$ cat src/sv/mpbd_ram.sv
`timescale 1ns / 1ps
module mpbd_ram #(
  parameter int unsigned WIDTH = 8,
  parameter int unsigned DEPTH = 16
) (
  input  logic                     clk,
  input  logic                     we,
  input  logic [$clog2(DEPTH)-1:0] waddr,
  input  logic [WIDTH-1:0]         wdata,
  input  logic [$clog2(DEPTH)-1:0] raddr,
  output logic [WIDTH-1:0]         rdata
);

  logic [WIDTH-1:0] mem [DEPTH];

  always_ff @(posedge clk) begin
    if (we) begin
      mem[waddr] <= wdata;
    end
    rdata <= mem[raddr];
  end

endmodule

$ cat config.mk
export PLATFORM = sky130hd
export DESIGN_NAME = mpbd_ram
export DESIGN_NICKNAME = d
export VERILOG_FILES = /design/src/sv/mpbd_ram.sv
export SDC_FILE = /design/constraint.sdc
export NUM_CORES = 1
export LEC_CHECK = 0
export BUFFER_PORTS_ARGS = -buffer_cell sky130_fd_sc_hd__buf_2
export CAP_MARGIN = 15
export CORE_UTILIZATION = 55
export DETAILED_ROUTE_END_ITERATION = 6
export PLACE_DENSITY = 0.76
export SLEW_MARGIN = 20
export SYNTH_ARGS = -nofsm -noshare
export SYNTH_HDL_FRONTEND = slang
export SYNTH_SLANG_ARGS = --single-unit
export TNS_END_PERCENT = 20
$ cat constraint.sdc
create_clock -name clk -period 2 [get_ports clk]
set_input_delay 0.1 -clock clk [delete_from_list [all_inputs] [get_ports clk]]
set_output_delay 0.1 -clock clk [all_outputs]
set_load 0.01 [all_outputs]
==> run metrics <==
initial core utilization=between 50% and 60%; multiplexer area fraction after synthesis=15.02%; unrepaired setup endpoints after global routing=false; post-synthesis xor/xnor area fraction=0%; Clock Path Buffers=2; crit path DAT=between 1.5 and 2 ns; min-delay src=waddr[0]; syn_nets=247; status=complete, no violations; fin crit share=71.04%; core area=8891 um2; Port Buf Inserts=25; critical path depth in cells=3; hpwl dp=about 6 mm; initial antenna violation count=0; top cell type's share of synthesized area=around three quarters; Netlist cell types=19; clock latency on the worst-skew pair=between 0.5 and 0.6 ns; max incr delay on CP=0.57 ns; grt ovf=0; multi-input logic area=between 1000 and 1500 um2; CP Launch Point=mem[5][2]$_DFFE_PP_; final hold violation count=0; yosys warns=0; layout cell share with drive strength beyond 1=between 30% and 40%; FF+latch area=4004 um2; row cnt=34; Worst-Margin Slew=0.7551 ns; final setup skew=0.006952 ns; GRT Util Overall=24.28%; Slowest-stage cell, CP=mux4_1; fin nets=roughly 310; gpl congestion=between 0.7 and 0.8; # clock sinks=136; Die X=between 90 and 100 um; most common cell after layout, fill and taps aside=edfxtp_1; pwr dens=1047 nW/um2; Worst R2R Path Depth=3; crit start category=flip-flop; class of the worst hold path=input pin to flip-flop; largest net degree at the start of global routing=33; peak supply drop=0.7141 mV; CTS root buf=clkbuf_8; FMAX=about 700 MHz; Final Routed Wirelength=about 10 mm; met2 wire length=about 5.1 mm; vias in the first global route=about 2700; kind of cell adding the most delay to the critical path=multiplexers; Yosys top cell by area=edfxtp_1; Setup Buffers After CTS=0; slew margin rel.=49.55%; DR vias/cell=around 6.3; max_cap viols=0; CP bufs+invs=0; Mapped Area=just over 5000 um2; critical-path cell list=mux4_1 -> a22oi_1 -> nand2_1; Initial DRC Count=about 210; Met3 Wirelength=roughly 830 um; Core Util, Final=69.25%; setup violators final=0; # IOs=26; crit path max fanout=1; register area share after synthesis=between 70% and 80%; max layer used=met4; diode count=0; Crit. End Element=flip-flop; Die Y=98.74 um; CTS tree=built; Syn Inst Count=229; wire per inst=between 20 and 30 um; first-pass GRT wire length=approximately 16 mm; Tmin final=about 1.4 ns; Synth Area per Inst=22.48 um2; H-tree levels=4; PostCTS Resize Cnt=0; Crit path required time=about 2.4 ns; post-route ant nets=0; Simple-Gate Fraction of Synth Area=under 10%; largest family of logic cells by synthesized area=multiplexers; Post-Synth Adder-Cell Area=0%; DR vias=2600; Area Overhead vs Synth=19.62%; final setup TNS=0 ns; Final Max Tran Viols=0; Residual DRC=0; Synth area leaders=edfxtp_1 (75%), mux4_2 (7.9%), mux4_1 (7.1%); fillers=about 550; Pre-antenna DRT Iters=4; CTS Hold Bufs=8; leading cell types in the layout, fill and taps excluded=edfxtp_1 (128), buf_2 (25), buf_4 (22); worst r2r src=mem[5][2]$_DFFE_PP_; LEAKAGE=2.121 nW; Setup CP Type=flip-flop to flip-flop; die area=about 9700 um2; CTS clk-pin slew, worst paths=0.06 ns; compound-gate portion of the synthesized area=2.333%; worst hold path cell count=3; M1 WL=between 4 and 5 mm; cts bufs inserted=17; flop and latch count out of synthesis=136
-- cells by family after synthesis --
kind of cell / count (synthesis)
flip-flops: 136
multiplexers: 32
buffers and inverters: 10
AND/OR/NAND/NOR: 35
AO/OA/AOI/OAI: 16
-- worst paths after layout --
path         slack [ns]                   to
min reg2reg        0.68     rdata[0]$_DFF_P_
max                0.58     rdata[2]$_DFF_P_
max reg2reg        0.58     rdata[2]$_DFF_P_
min                0.13  mem[4][3]$_DFFE_PP_
-- area by class of cell --
cell class	instances	share of cell area, %
Tap cell	108	2.195
Sequential cell	136	65.03
Timing Repair Buffer	56	6.340
Multi-Input combinational cell	83	17.17
Clock buffer	18	6.787
Clock inverter	14	2.479
-- power breakdown --
group          switching, mW  internal [mW]  total [mW]
combinational          0.178          0.139       0.317
clock                   1.15           1.78        2.92
sequential            0.0192           3.19        3.21
total                   1.34           5.10        6.45
-- metal layers --
layer / track usage, % / vias up
met3: 5.816 / 26
met4: 13.89 / 0
met1: 33.88 / 1330
li1: - / 1103
met2: 35.66 / 141
met5: 0 / -
-- flip-flops by register name (all words and copies together) (netlist names) --
signal,cells
mem,128
rdata,8
-- through the flow --
stage	worst slack, ns	hold WS (ns)	power, mW	area (um2)	std cells
2_1_floorplan	0.4071	0.1989	3.430	5147	229
3_3_place_gp	0.4210	0.4805	3.558	5507	375
3_5_place_dp	0.3957	0.4954	3.567	5507	375
4_1_cts	0.5386	0.1010	6.493	6157	415
5_1_grt	0.5238	0.1231	6.642	6157	415
6_report	0.5793	0.1276	6.448	6157	415
-- worst reg2reg max path, stage by stage, from the launching register on --
cell      delay [ns]
edfxtp_1        0.39
mux4_1          0.57
a22oi_1         0.26
nand2_1         0.09
-- Yosys cell counts, drive strengths merged --
| cell type | count |
|---|---|
| or3b | 1 |
| clkdlybuf4s25 | 3 |
| nand2 | 9 |
| nand3b | 2 |
| nand3 | 1 |
| mux4 | 32 |
| nor2 | 13 |
| and2 | 1 |
| dfxtp | 8 |
| nor2b | 1 |
| buf | 7 |
| edfxtp | 128 |
| a22oi | 16 |
| and2b | 1 |
| nor3 | 4 |
| nand2b | 2 |
(Power assumes the default switching activity.)
